[src/design/rrbc_pkg.sv]
// shared widths, command and area codes and the decode result type
`timescale 1ns / 1ps

package rrbc_pkg;

    localparam int CMD_W      = 2;
    localparam int ADDR_W     = 16;
    localparam int DATA_W     = 8;
    localparam int ROM_IDX_W  = 21;
    localparam int ROM_SIZE_W = 22;
    localparam int ROM_BANK_W = 7;
    localparam int RAM_BANK_W = 8;
    localparam int RAM_IDX_W  = 15;

    localparam logic [CMD_W-1:0] CMD_READ  = 2'd0;
    localparam logic [CMD_W-1:0] CMD_WRITE = 2'd1;
    localparam logic [CMD_W-1:0] CMD_LOAD  = 2'd2;

    // address[15:13] areas
    localparam logic [2:0] AREA_RAM_EN   = 3'b000;
    localparam logic [2:0] AREA_ROM_BANK = 3'b001;
    localparam logic [2:0] AREA_RAM_BANK = 3'b010;
    localparam logic [2:0] AREA_RAM      = 3'b101;

    localparam logic [3:0]      RAM_EN_KEY = 4'hA;
    localparam logic [DATA_W-1:0] OPEN_BUS = 8'hFF;

    typedef struct packed {
        logic                  is_read;
        logic                  rom_ok;
        logic                  rom_we;
        logic [ROM_IDX_W-1:0]  rom_idx;
        logic                  ram_ok;
        logic                  ram_we;
        logic [RAM_IDX_W-1:0]  ram_idx;
        logic                  set_ram_on;
        logic                  ram_on_val;
        logic                  set_rom_bank;
        logic [ROM_BANK_W-1:0] rom_bank_val;
        logic                  set_ram_bank;
    } t_dec;

endpackage

[src/design/rrbc_decode.sv]
// address decode and bank mapping for one transaction
`timescale 1ns / 1ps

module rrbc_decode
    import rrbc_pkg::*;
#(
    parameter int ROM_BYTES = 2097152,
    parameter int RAM_BYTES = 32768
) (
    input  logic [CMD_W-1:0]      i_cmd,
    input  logic [ADDR_W-1:0]     i_address,
    input  logic [DATA_W-1:0]     i_write_data,
    input  logic [ROM_IDX_W-1:0]  i_rom_index,
    input  logic [ROM_SIZE_W-1:0] i_rom_size,
    input  logic [ROM_BANK_W-1:0] i_rom_bank,
    input  logic [RAM_BANK_W-1:0] i_ram_bank,
    input  logic                  i_ram_on,
    output t_dec                  o_dec
);

    localparam logic [ROM_SIZE_W-1:0] ROM_LIM = ROM_SIZE_W'(ROM_BYTES);
    localparam logic [RAM_IDX_W:0]    RAM_LIM = (RAM_IDX_W + 1)'(RAM_BYTES);

    logic                  is_read;
    logic                  is_write;
    logic                  is_load;
    logic [ROM_SIZE_W-1:0] limit;
    logic [ROM_IDX_W-1:0]  rd_idx;
    logic [RAM_IDX_W-1:0]  ram_idx;
    logic                  ram_acc;
    logic                  in_ram;
    logic [ROM_BANK_W-1:0] bank_w;

    always_comb begin
        is_read  = 1'b0;
        is_write = 1'b0;
        is_load  = 1'b0;
        unique case (i_cmd)
            CMD_READ:  is_read  = 1'b1;
            CMD_WRITE: is_write = 1'b1;
            CMD_LOAD:  is_load  = 1'b1;
            default: ;
        endcase
    end

    always_comb begin
        limit   = (i_rom_size > ROM_LIM) ? ROM_LIM : i_rom_size;
        rd_idx  = i_address[14] ? {i_rom_bank, i_address[13:0]}
                                : {{ROM_BANK_W{1'b0}}, i_address[13:0]};
        ram_idx = {i_ram_bank[1:0], i_address[12:0]};
        ram_acc = i_ram_on && (i_ram_bank[RAM_BANK_W-1:2] == '0)
                  && ({1'b0, ram_idx} < RAM_LIM);
        in_ram  = (i_address[15:13] == AREA_RAM);
        bank_w  = i_write_data[ROM_BANK_W-1:0];

        o_dec              = '0;
        o_dec.is_read      = is_read;
        o_dec.rom_idx      = is_load ? i_rom_index : rd_idx;
        o_dec.rom_ok       = is_read && !i_address[15] && ({1'b0, rd_idx} < limit);
        o_dec.rom_we       = is_load && ({1'b0, i_rom_index} < ROM_LIM);
        o_dec.ram_idx      = ram_idx;
        o_dec.ram_ok       = is_read && in_ram && ram_acc;
        o_dec.ram_we       = is_write && in_ram && ram_acc;
        o_dec.ram_on_val   = (i_write_data[3:0] == RAM_EN_KEY);
        o_dec.rom_bank_val = (bank_w == '0) ? ROM_BANK_W'(1) : bank_w;

        unique case (i_address[15:13])
            AREA_RAM_EN:   o_dec.set_ram_on   = is_write;
            AREA_ROM_BANK: o_dec.set_rom_bank = is_write;
            AREA_RAM_BANK: o_dec.set_ram_bank = is_write;
            default: ;
        endcase
    end

endmodule

[config.mk]
export PLATFORM = sky130hd
export DESIGN_NAME = rrbc_decode
export DESIGN_NICKNAME = d
export VERILOG_FILES = /design/src/design/rrbc_pkg.sv /design/src/design/rrbc_decode.sv
export SDC_FILE = /design/constraint.sdc
export NUM_CORES = 1
export LEC_CHECK = 0
export BUFFER_PORTS_ARGS = -buffer_cell sky130_fd_sc_hd__buf_2
export CORE_MARGIN = 10
export CORE_UTILIZATION = 38
export DETAILED_ROUTE_END_ITERATION = 16
export MAX_ROUTING_LAYER = met4
export PLACE_DENSITY_LB_ADDON = 0.05
export SLEW_MARGIN = 20
export SYNTH_ARGS = -nofsm -noshare
export SYNTH_HDL_FRONTEND = slang
export SYNTH_SLANG_ARGS = --single-unit
[constraint.sdc]
create_clock -name vclk -period 6.3
set_clock_uncertainty 0.2 [all_clocks]
set_input_delay 1.26 -clock vclk [all_inputs]
set_output_delay 1.26 -clock vclk [all_outputs]
set_load 0.03 [all_outputs]
Word-level counts from Yosys, hierarchy flattened. Cells that the tools add are included.

Multiplexer cells: 10. $lt $le $gt $ge: 2. Reductions and logical operators: 12. Eq/ne operators: 6.

Operators by type and width (count): $mux 21 (2); $gt 22x22->1 const B (1); $lt 21x22->1 (1); $mux 22 (1); $logic_and 1x1->1 (7); $logic_not 7->1 (1); $mux 7 (1); $logic_not 6->1 (1); $mux 1 (6); $eq 4x4->1 const B (1); $eq 3x1->1 const B (1); $eq 3x2->1 const B (1); $eq 3x3->1 const B (1); $logic_not 3->1 (1); $eq 2x1->1 const B (1); $eq 2x2->1 const B (1); $logic_not 2->1 (1); $logic_not 1->1 (1).

Input bits: 85. Output and inout port bits: 52. Logic and storage cells: 30. Flip-flop bits (word level): 0.

Longest topological paths before layout. Gate-level depths: netlist of the first run.

Depth after elaboration: 4. Mapped depth: 11. Gate-level depth less buffers: 10.

Least setup slack after synthesis of the first run. Ideal clock, no wire load.

Path kind: input to output. Start point: input i_rom_size[0]. End point: output o_dec[50] (netlist bit). Arrival time: 3.861 ns. Slack: 0.979 ns. Stages on the path: 10. Cells stage by stage: or4_4 -> o41ai_4 -> buf_6 -> nand2_1 -> ha_1 -> a21o_1 -> a22o_1 -> o21ai_0 -> nand3_1 -> a21oi_1.

RTL lines: start: declaration (RTL line rrbc_decode.sv:14) `input logic [ROM_SIZE_W-1:0] i_rom_size,`; end: declaration (RTL line rrbc_decode.sv:18) `output t_dec o_dec`.

==> reports/qor.yml, run 1 <==
hold_path:
  worstHoldPathType: "input pin to output pin"
  hold_depth: 0
  min_to: "o_dec[25]"
  worstHoldStart: "i_ram_bank[1]"
clock_network:
  ctsHoldBuffers: 0
  post_cts_resized: 0
  cts_setup_buffers: 0
global_routing:
  grt_pass1_vias: 1603
  grt_pass1_wl_um: 6837
  grtUsageTotal: 0.1483
  grt_max_degree: 23
  grt_antenna_before_repair: 0
  grt-ovfl-total: 0
detailed_routing:
  totalWireLength_um: 4363
  viasPerCell: 5.028
  vias: 1448
  antenna_left: 0
  drt_iter0_markers: 45
  wire_per_inst_um: 15.15
  detailedRoute.firstPassIterationCount: 4
  drc: 0
placement:
  place_inst: 288
  gp_congestion: 0.7767
  port-buffer-count: 132
  dp_hpwl_um: 4049
synthesis:
  synthSimpleGateAreaFrac: 0.3168
  ys_warn_count: 0
  yosysSeqAreaShare: 0
  syn_area_um2: 1137
  avgSynthCellArea_um2: 7.532
  synthDistinctLibCells: 30
  synth_top_family_by_area: "simple AND/OR/NAND/NOR gates"
  synth_compound_area_frac: 0.1023
  synth_fa_ha_area_frac: 0.2200
  muxShareOfSynthArea: 0.2079
  syn_nets: 256
  synth-xor-area-share: 0
  synthCells: 151
layout:
  postLayoutCoreUtil: 0.5981
  nFlopsAndLatches: 0
  area_delta_synth_final_pct: 47.52
  clkbuf_count: 0
  seqCellArea_um2: 0
  diodes: 0
  nets: 364
  layout-drive-gt1-share: 0.6031
  layoutNonFillerInstCount: 288
timing:
  period_share: 0.8427
  finalSetupViolations: 0
  rsz0062_at_grt: "false"
  finalSetupTns_ns: 0
  hold_viol_final: 0
  fin_crit_ns: 5.309
  drv_slew: 0
  max_slew_margin: 0.6000
  worst_slew_pin_slew_ns: 0.5987
  max_freq_mhz: 188.4
die:
  io_pins: 137
  die_h_um: 74.71
  die_area_um2: 5582
  start_util: 0.4054
  dieWidth_um: 74.71
  rows: 19
  core_area_um2: 2805
pwr:
  vdd_drop_max_uv: 44.91
  cellLeakagePower_nw: 0.9426
  powerDensity_nw_per_um2: 83.47
  finalPower_w: 0.0001400
setup_path:
  required_ns: 4.84
  worstSetupStartpointType: "input pin"
  cp_max_fo: 16
  crit_type: "input pin to output pin"
  worstSetupEndpointType: "output pin"
  arrival_ns: 3.85
run_status:
  status: "finished, final reports clean"
run:
  drv_cap: 0
worst max path at each step:
| stage | slack [ns] | from | to | cells past startpoint |
|---|---|---|---|---|
| after floorplan | 0.98 | i_rom_size[0] | o_dec[50] | 10 |
| final | 0.99 | i_rom_size[0] | o_dec[50] | 12 |
| after detailed placement | 0.99 | i_rom_size[13] | o_dec[50] | 13 |
| after global placement | 0.99 | i_rom_size[0] | o_dec[50] | 12 |
| after CTS | 0.98 | i_rom_size[0] | o_dec[50] | 12 |
| after global routing | 0.73 | i_rom_size[13] | o_dec[50] | 13 |
cell type report:
type	count	area [um^2]
Tap cell	31	38.79
Multi-Input combinational cell	124	970.9
Timing Repair Buffer	133	668.1
Fill cell	285	1127
Yosys cell counts (2+ instances only):
library cell  count  area (um^2)
a211oi_1          2        15.01
a21o_1            2        15.01
a21oi_1           6        30.03
and2_1            7        43.79
buf_4            17        127.6
clkbuf_1          8        30.03
ha_1             20        250.2
mux2_1            2        22.52
mux2_2           19        214.0
nand2_1          23        86.33
nand2b_1          2        12.51
nand3_1           3        15.01
nand4_1           3        18.77
nor2_1            5        18.77
nor3_1            7        35.03
nor3b_1           3        22.52
nor4_1            6        37.54
o21ai_0           4        20.02
cells in the final DEF, fill, tap and decap left out:
master and count:
mux2_1 2, nor3_1 7, nand4_1 3, o41ai_4 1
nand2_1 23, nand3_1 3, a21o_1 2, a22o_1 1
and4b_1 1, ha_1 20, or4_4 1, buf_2 132
nor4bb_1 1, a21oi_1 6, buf_4 1, nor3b_1 3
mux2_2 19, nor2b_4 1, and3_1 1, or3b_1 1
nor4_1 6, nand2b_1 2, and2_1 7, a211oi_1 2
o21ai_0 4, nor2_1 5, nor4b_1 1, nand4b_1 1
metrics by stage:
step / hold WS, ns / setup WS (ns) / cell area, um^2
5_1_grt: 2.320 / 0.7275 / 1678
2_1_floorplan: 2.434 / 0.9788 / 1137
3_5_place_dp: 2.320 / 0.9868 / 1673
3_3_place_gp: 2.320 / 0.9858 / 1673
4_1_cts: 2.320 / 0.9776 / 1673
6_report: 2.320 / 0.9908 / 1678
where the power goes:
part,leakage (nW),switching (W),total [W],internal (W)
sequential,0,0,0,0
combinational,0.943,0.0000823,0.000140,0.0000577
clock,0,0,0,0
per-layer routing:
metal	GRT usage	wire, um	vias to the layer above
met4	0.004202	0	0
met3	0.04336	492	0
met1	0.1660	1800	622
met5	-	0	-
met2	0.2680	2071	76
li1	-	-	750
logic make-up (layout without fill, tap and decap cells):
| logic type | after synthesis | after routing |
|---|---|---|
| simple gates | 67 | 67 |
| buf+inv | 27 | 133 |
| mux | 21 | 21 |
| fa+ha+maj | 20 | 20 |
| compound gates | 16 | 16 |
critical path, stage by stage:
cell and delay (ns):
buf_2 0.10, or4_4 0.54, o41ai_4 0.37, buf_4 0.28, nand2_1 0.08, ha_1 0.31
a21oi_1 0.13, a21oi_1 0.08, nor4_1 0.25, nand3_1 0.11, a21oi_1 0.12, buf_2 0.21
Power figures use the tool's default switching activity.
==> run 2, diff against run 1 <==
- CORE_UTILIZATION: 38 -> 31
- clock period: 6.3 -> 4.5 ns (I/O delays scaled with it)
==> run 2 against run 1 <==
Cell area is 9.1% higher. First-iteration DRC count shrank 56%. Total power grew 50%. Final cell count grew 7.3%. Flip-flop and latch count unchanged. Non-clock buffer count rose by 6. Routed wire length rose by 5.1%. Clock-buffer cell count did not move. Via count decreased by 0.21%. Sequential share of layout area unchanged. Largest cell class unchanged. Highest routed layer is now met4.
==> reports/qor.yml, run 2 (same netlist as run 1, synthesis figures left out) <==
timing:
  fin_crit_ns: 4.330
  max_slew_margin: 0.5822
  period_share: 0.9621
  finalSetupTns_ns: 0
  drv_slew: 0
  finalSetupViolations: 0
  setup_slack_ns: 0.1704
  max_freq_mhz: 231.0
  worst_slew_pin_slew_ns: 0.6239
  rsz0062_at_grt: "false"
  whs_ns: 1.600
  hold_viol_final: 0
global_routing:
  grt_pass1_wl_um: 7072
  grt_antenna_before_repair: 0
  grt-ovfl-total: 0
  grt_pass1_vias: 1568
  grt_max_degree: 13
  grtUsageTotal: 0.1305
detailed_routing:
  antenna_left: 0
  totalWireLength_um: 4584
  vias: 1445
  drt_iter0_markers: 20
  viasPerCell: 4.676
  detailedRoute.firstPassIterationCount: 4
  drc: 0
  wire_per_inst_um: 14.83
placement:
  dpl_cell_area_um2: 1725
  dp_slack_ns: -0.02696
  dp_hpwl_um: 4097
  port-buffer-count: 132
  gp_congestion: 0.7523
setup_path:
  crit_type: "input pin to output pin"
  worstSetupStartpointType: "input pin"
  worstSetupEndpointType: "output pin"
  crit_path_start: "i_rom_size[10]"
  arrival_ns: 3.23
  cp_max_fo: 6
  required_ns: 3.40
layout:
  layout-drive-gt1-share: 0.6540
  seqCellArea_um2: 0
  most-common-layout-cells: "buf_2, nand2_1, mux2_2, ha_1, and2_1"
  clkbuf_count: 0
  area_delta_synth_final_pct: 60.95
  nets: 370
  finalInstanceArea_um2: 1831
  layout_commonest_cell: "buf_2"
  diodes: 0
  postLayoutCoreUtil: 0.5318
  nFlopsAndLatches: 0
die:
  rows: 21
  io_pins: 137
  die_area_um2: 6492
  core_area_um2: 3442
  die_h_um: 80.57
  start_util: 0.3304
  dieWidth_um: 80.57
run:
  drv_cap: 0
pwr:
  vdd_drop_max_uv: 43.57
  cellLeakagePower_nw: 0.9821
  powerDensity_nw_per_um2: 115.1
hold_path:
  worstHoldPathType: "input pin to output pin"
  hold_depth: 0
  worstHoldStart: "i_ram_bank[1]"
run_status:
  status: "finished, final reports clean"
run 2: area by class of cell:
cell class | count | area, um^2
fillers | 378 | 1612
multi-input cells | 124 | 1050
repair buffers | 139 | 723.2
well taps | 46 | 57.56
run 2: through the flow:
stage	std cells	total power (W)
after floorplan	151	0.0001348
after global routing	309	0.0002335
after CTS	307	0.0002030
final	309	0.0002106
after detailed placement	307	0.0002012
after global placement	307	0.0002011
run 2: worst paths after layout:
check	endpoint	slack [ns]
setup / recovery	o_dec[50]	0.17
hold / removal	o_dec[25]	1.60
run 2: layer usage:
metal,GRT usage,up-vias,routed length (um)
met5,-,-,0
met4,0.007042,0,24
met3,0.04120,3,542
met2,0.2142,79,2036
met1,0.1585,603,1981
li1,-,760,-
run 2: critical path, stage by stage:
cell	delay [ns]
buf_2	0.12
nor4_4	0.26
nand4_1	0.18
o41ai_4	0.35
buf_6	0.17
buf_4	0.11
nand2_1	0.05
ha_1	0.26
and3_1	0.16
a22o_1	0.18
o21ai_1	0.13
nand3_1	0.10
a21oi_2	0.13
buf_6	0.15
run 2: what timing repair did:
item | CTS | global route
pin swaps | 0 | 4
setup endpoints to repair | 1 | 1
resized for setup | 2 | 15
gates cloned | 0 | 0
buffers inserted | 0 | 2
hold buffers | 0 | 0
run 2: power by group:
part	total, W	switching, W	internal (W)
clock network	0	0	0
registers	0	0	0
logic	0.000211	0.000122	0.0000885
==> run 3, diff against run 2 <==
==> constraint.sdc (replaced) <==
create_clock -name vclk -period 4.5
set_clock_uncertainty 0.2 [all_clocks]
set_input_delay 0.45 -clock vclk [all_inputs]
set_output_delay 0.45 -clock vclk [all_outputs]
set_load 0.03 [all_outputs]
==> run 3 against run 2 <==
Combinational power down 7%. Sequential share of layout area unchanged. Routed wire length down 6.4%. Worst hold slack worse by 0.90 ns. Largest cell class unchanged. Critical endpoint unchanged. Maximum frequency up 12%. Cell area down 7.3%.
==> reports/qor.yml, run 3 (same netlist as run 1, synthesis figures left out) <==
detailed_routing:
  drc: 0
  totalWireLength_um: 4291
  antenna_left: 0
  vias: 1450
  detailedRoute.firstPassIterationCount: 4
  drt_iter0_markers: 23
  viasPerCell: 4.785
  wire_per_inst_um: 14.16
setup_path:
  worstSetupPathDepth: 12
  crit_family: "compound AO/OA/AOI/OAI gates"
  cp_max_fo: 11
  worstSetupStartpointType: "input pin"
  required_ns: 3.85
  arrival_ns: 3.21
  crit_type: "input pin to output pin"
  path_buf_inv: 3
  critPathSlowestCell: "or4_4"
  crit_end: "o_dec[50]"
  max_stage_delay_ns: 0.54
  worst_path_most_repeated_cell: "buf_2"
  crit_chain: "buf_2 > or4_4 > o41ai_4 > buf_4 > nand2_1 > ha_1 > a21o_1 > a22o_1 > o21ai_0 > nand3_1 > a21oi_1 > buf_2"
  crit_path_start: "i_rom_size[0]"
  worstSetupEndpointType: "output pin"
clock_network:
  cts_setup_buffers: 0
  ctsHoldBuffers: 0
  post_cts_resized: 0
pwr:
  netSwitchingFraction: 0.5877
  powerDensity_nw_per_um2: 115.6
  power_frac_seq: 0
  clkPwrFrac: 0
  internal_power_w: 0.00008085
  p_comb_frac: 1.000
  cellLeakagePower_nw: 0.9426
  vdd_drop_max_uv: 43.65
  power.switching_w: 0.0001152
timing:
  max_slew_margin: 0.5974
  fin_crit_ns: 3.857
  max_freq_mhz: 259.3
  rsz0062_at_grt: "false"
  drv_slew: 0
  finalSetupTns_ns: 0
  period_share: 0.8570
  worst_slew_pin_slew_ns: 0.6026
  finalSetupViolations: 0
  hold_viol_final: 0
die:
  die_area_um2: 6492
  core_area_um2: 3442
  die_h_um: 80.57
  rows: 21
  start_util: 0.3304
  io_pins: 137
  dieWidth_um: 80.57
layout:
  nFlopsAndLatches: 0
  diodes: 0
  layout-drive-gt1-share: 0.6031
  area_delta_synth_final_pct: 49.18
  most-common-layout-cells: "buf_2, nand2_1, ha_1"
  seqCellArea_um2: 0
  layout_commonest_cell: "buf_2"
  clkbuf_count: 0
  finalInstanceArea_um2: 1697
  nets: 364
  fillCellCount: 361
global_routing:
  grt-ovfl-total: 0
  grtUsageTotal: 0.1198
  grt_pass1_vias: 1477
  grt_pass1_wl_um: 6513
  grt_max_degree: 23
  grt_antenna_before_repair: 0
placement:
  dpl_cell_area_um2: 1692
  dp_hpwl_um: 3982
  gp_congestion: 0.7776
  port-buffer-count: 132
run_status:
  status: "finished, final reports clean"
hold_path:
  worstHoldPathType: "input pin to output pin"
run:
  drv_cap: 0
run 3: worst min path at each step:
stage / from / endpoint / slack, ns / cells after the start
final: i_ram_bank[1] / o_dec[25] / 0.70 / 0
after global routing: i_ram_bank[1] / o_dec[25] / 0.70 / 0
after CTS: i_ram_bank[1] / o_dec[25] / 0.70 / 0
after detailed placement: i_ram_bank[1] / o_dec[25] / 0.70 / 0
after global placement: i_ram_bank[1] / o_dec[25] / 0.70 / 0
after floorplan: i_cmd[1] / o_dec[26] / 0.81 / 1
run 3: per-stage QoR:
| stage | cells | total power (W) | hold slack (ns) | setup slack [ns] | util |
|---|---|---|---|---|---|
| after floorplan | 151 | 0.0001344 | 0.8137 | 0.7988 | - |
| after global placement | 303 | 0.0001982 | 0.7002 | 0.6063 | 0.4915 |
| after detailed placement | 303 | 0.0001981 | 0.7002 | 0.6183 | 0.4915 |
| after CTS | 303 | 0.0001991 | 0.7002 | 0.6106 | 0.4915 |
| after global routing | 303 | 0.0002160 | 0.7002 | 0.2698 | 0.4929 |
| final | 303 | 0.0001961 | 0.7001 | 0.6434 | 0.4929 |
run 3: power groups by stage:
stage / clock network, W / registers (W) / logic [W]
2_1_floorplan: 0 / 0 / 0.000134
3_3_place_gp: 0 / 0 / 0.000198
3_5_place_dp: 0 / 0 / 0.000198
4_1_cts: 0 / 0 / 0.000199
5_1_grt: 0 / 0 / 0.000216
6_report: 0 / 0 / 0.000196
run 3: area by class of cell:
cell class,count,area [um^2],share of cell area
Tap cell,46,57.56,0.03392
Timing Repair Buffer,133,668.1,0.3938
Multi-Input combinational cell,124,970.9,0.5723
run 3: routing by layer:
layer,track usage,up-vias,part of all wire
met1,0.1392,624,0.42
met3,0.03341,0,0.11
met2,0.2110,73,0.47
met5,-,-,0
met4,0,0,0
li1,-,753,-
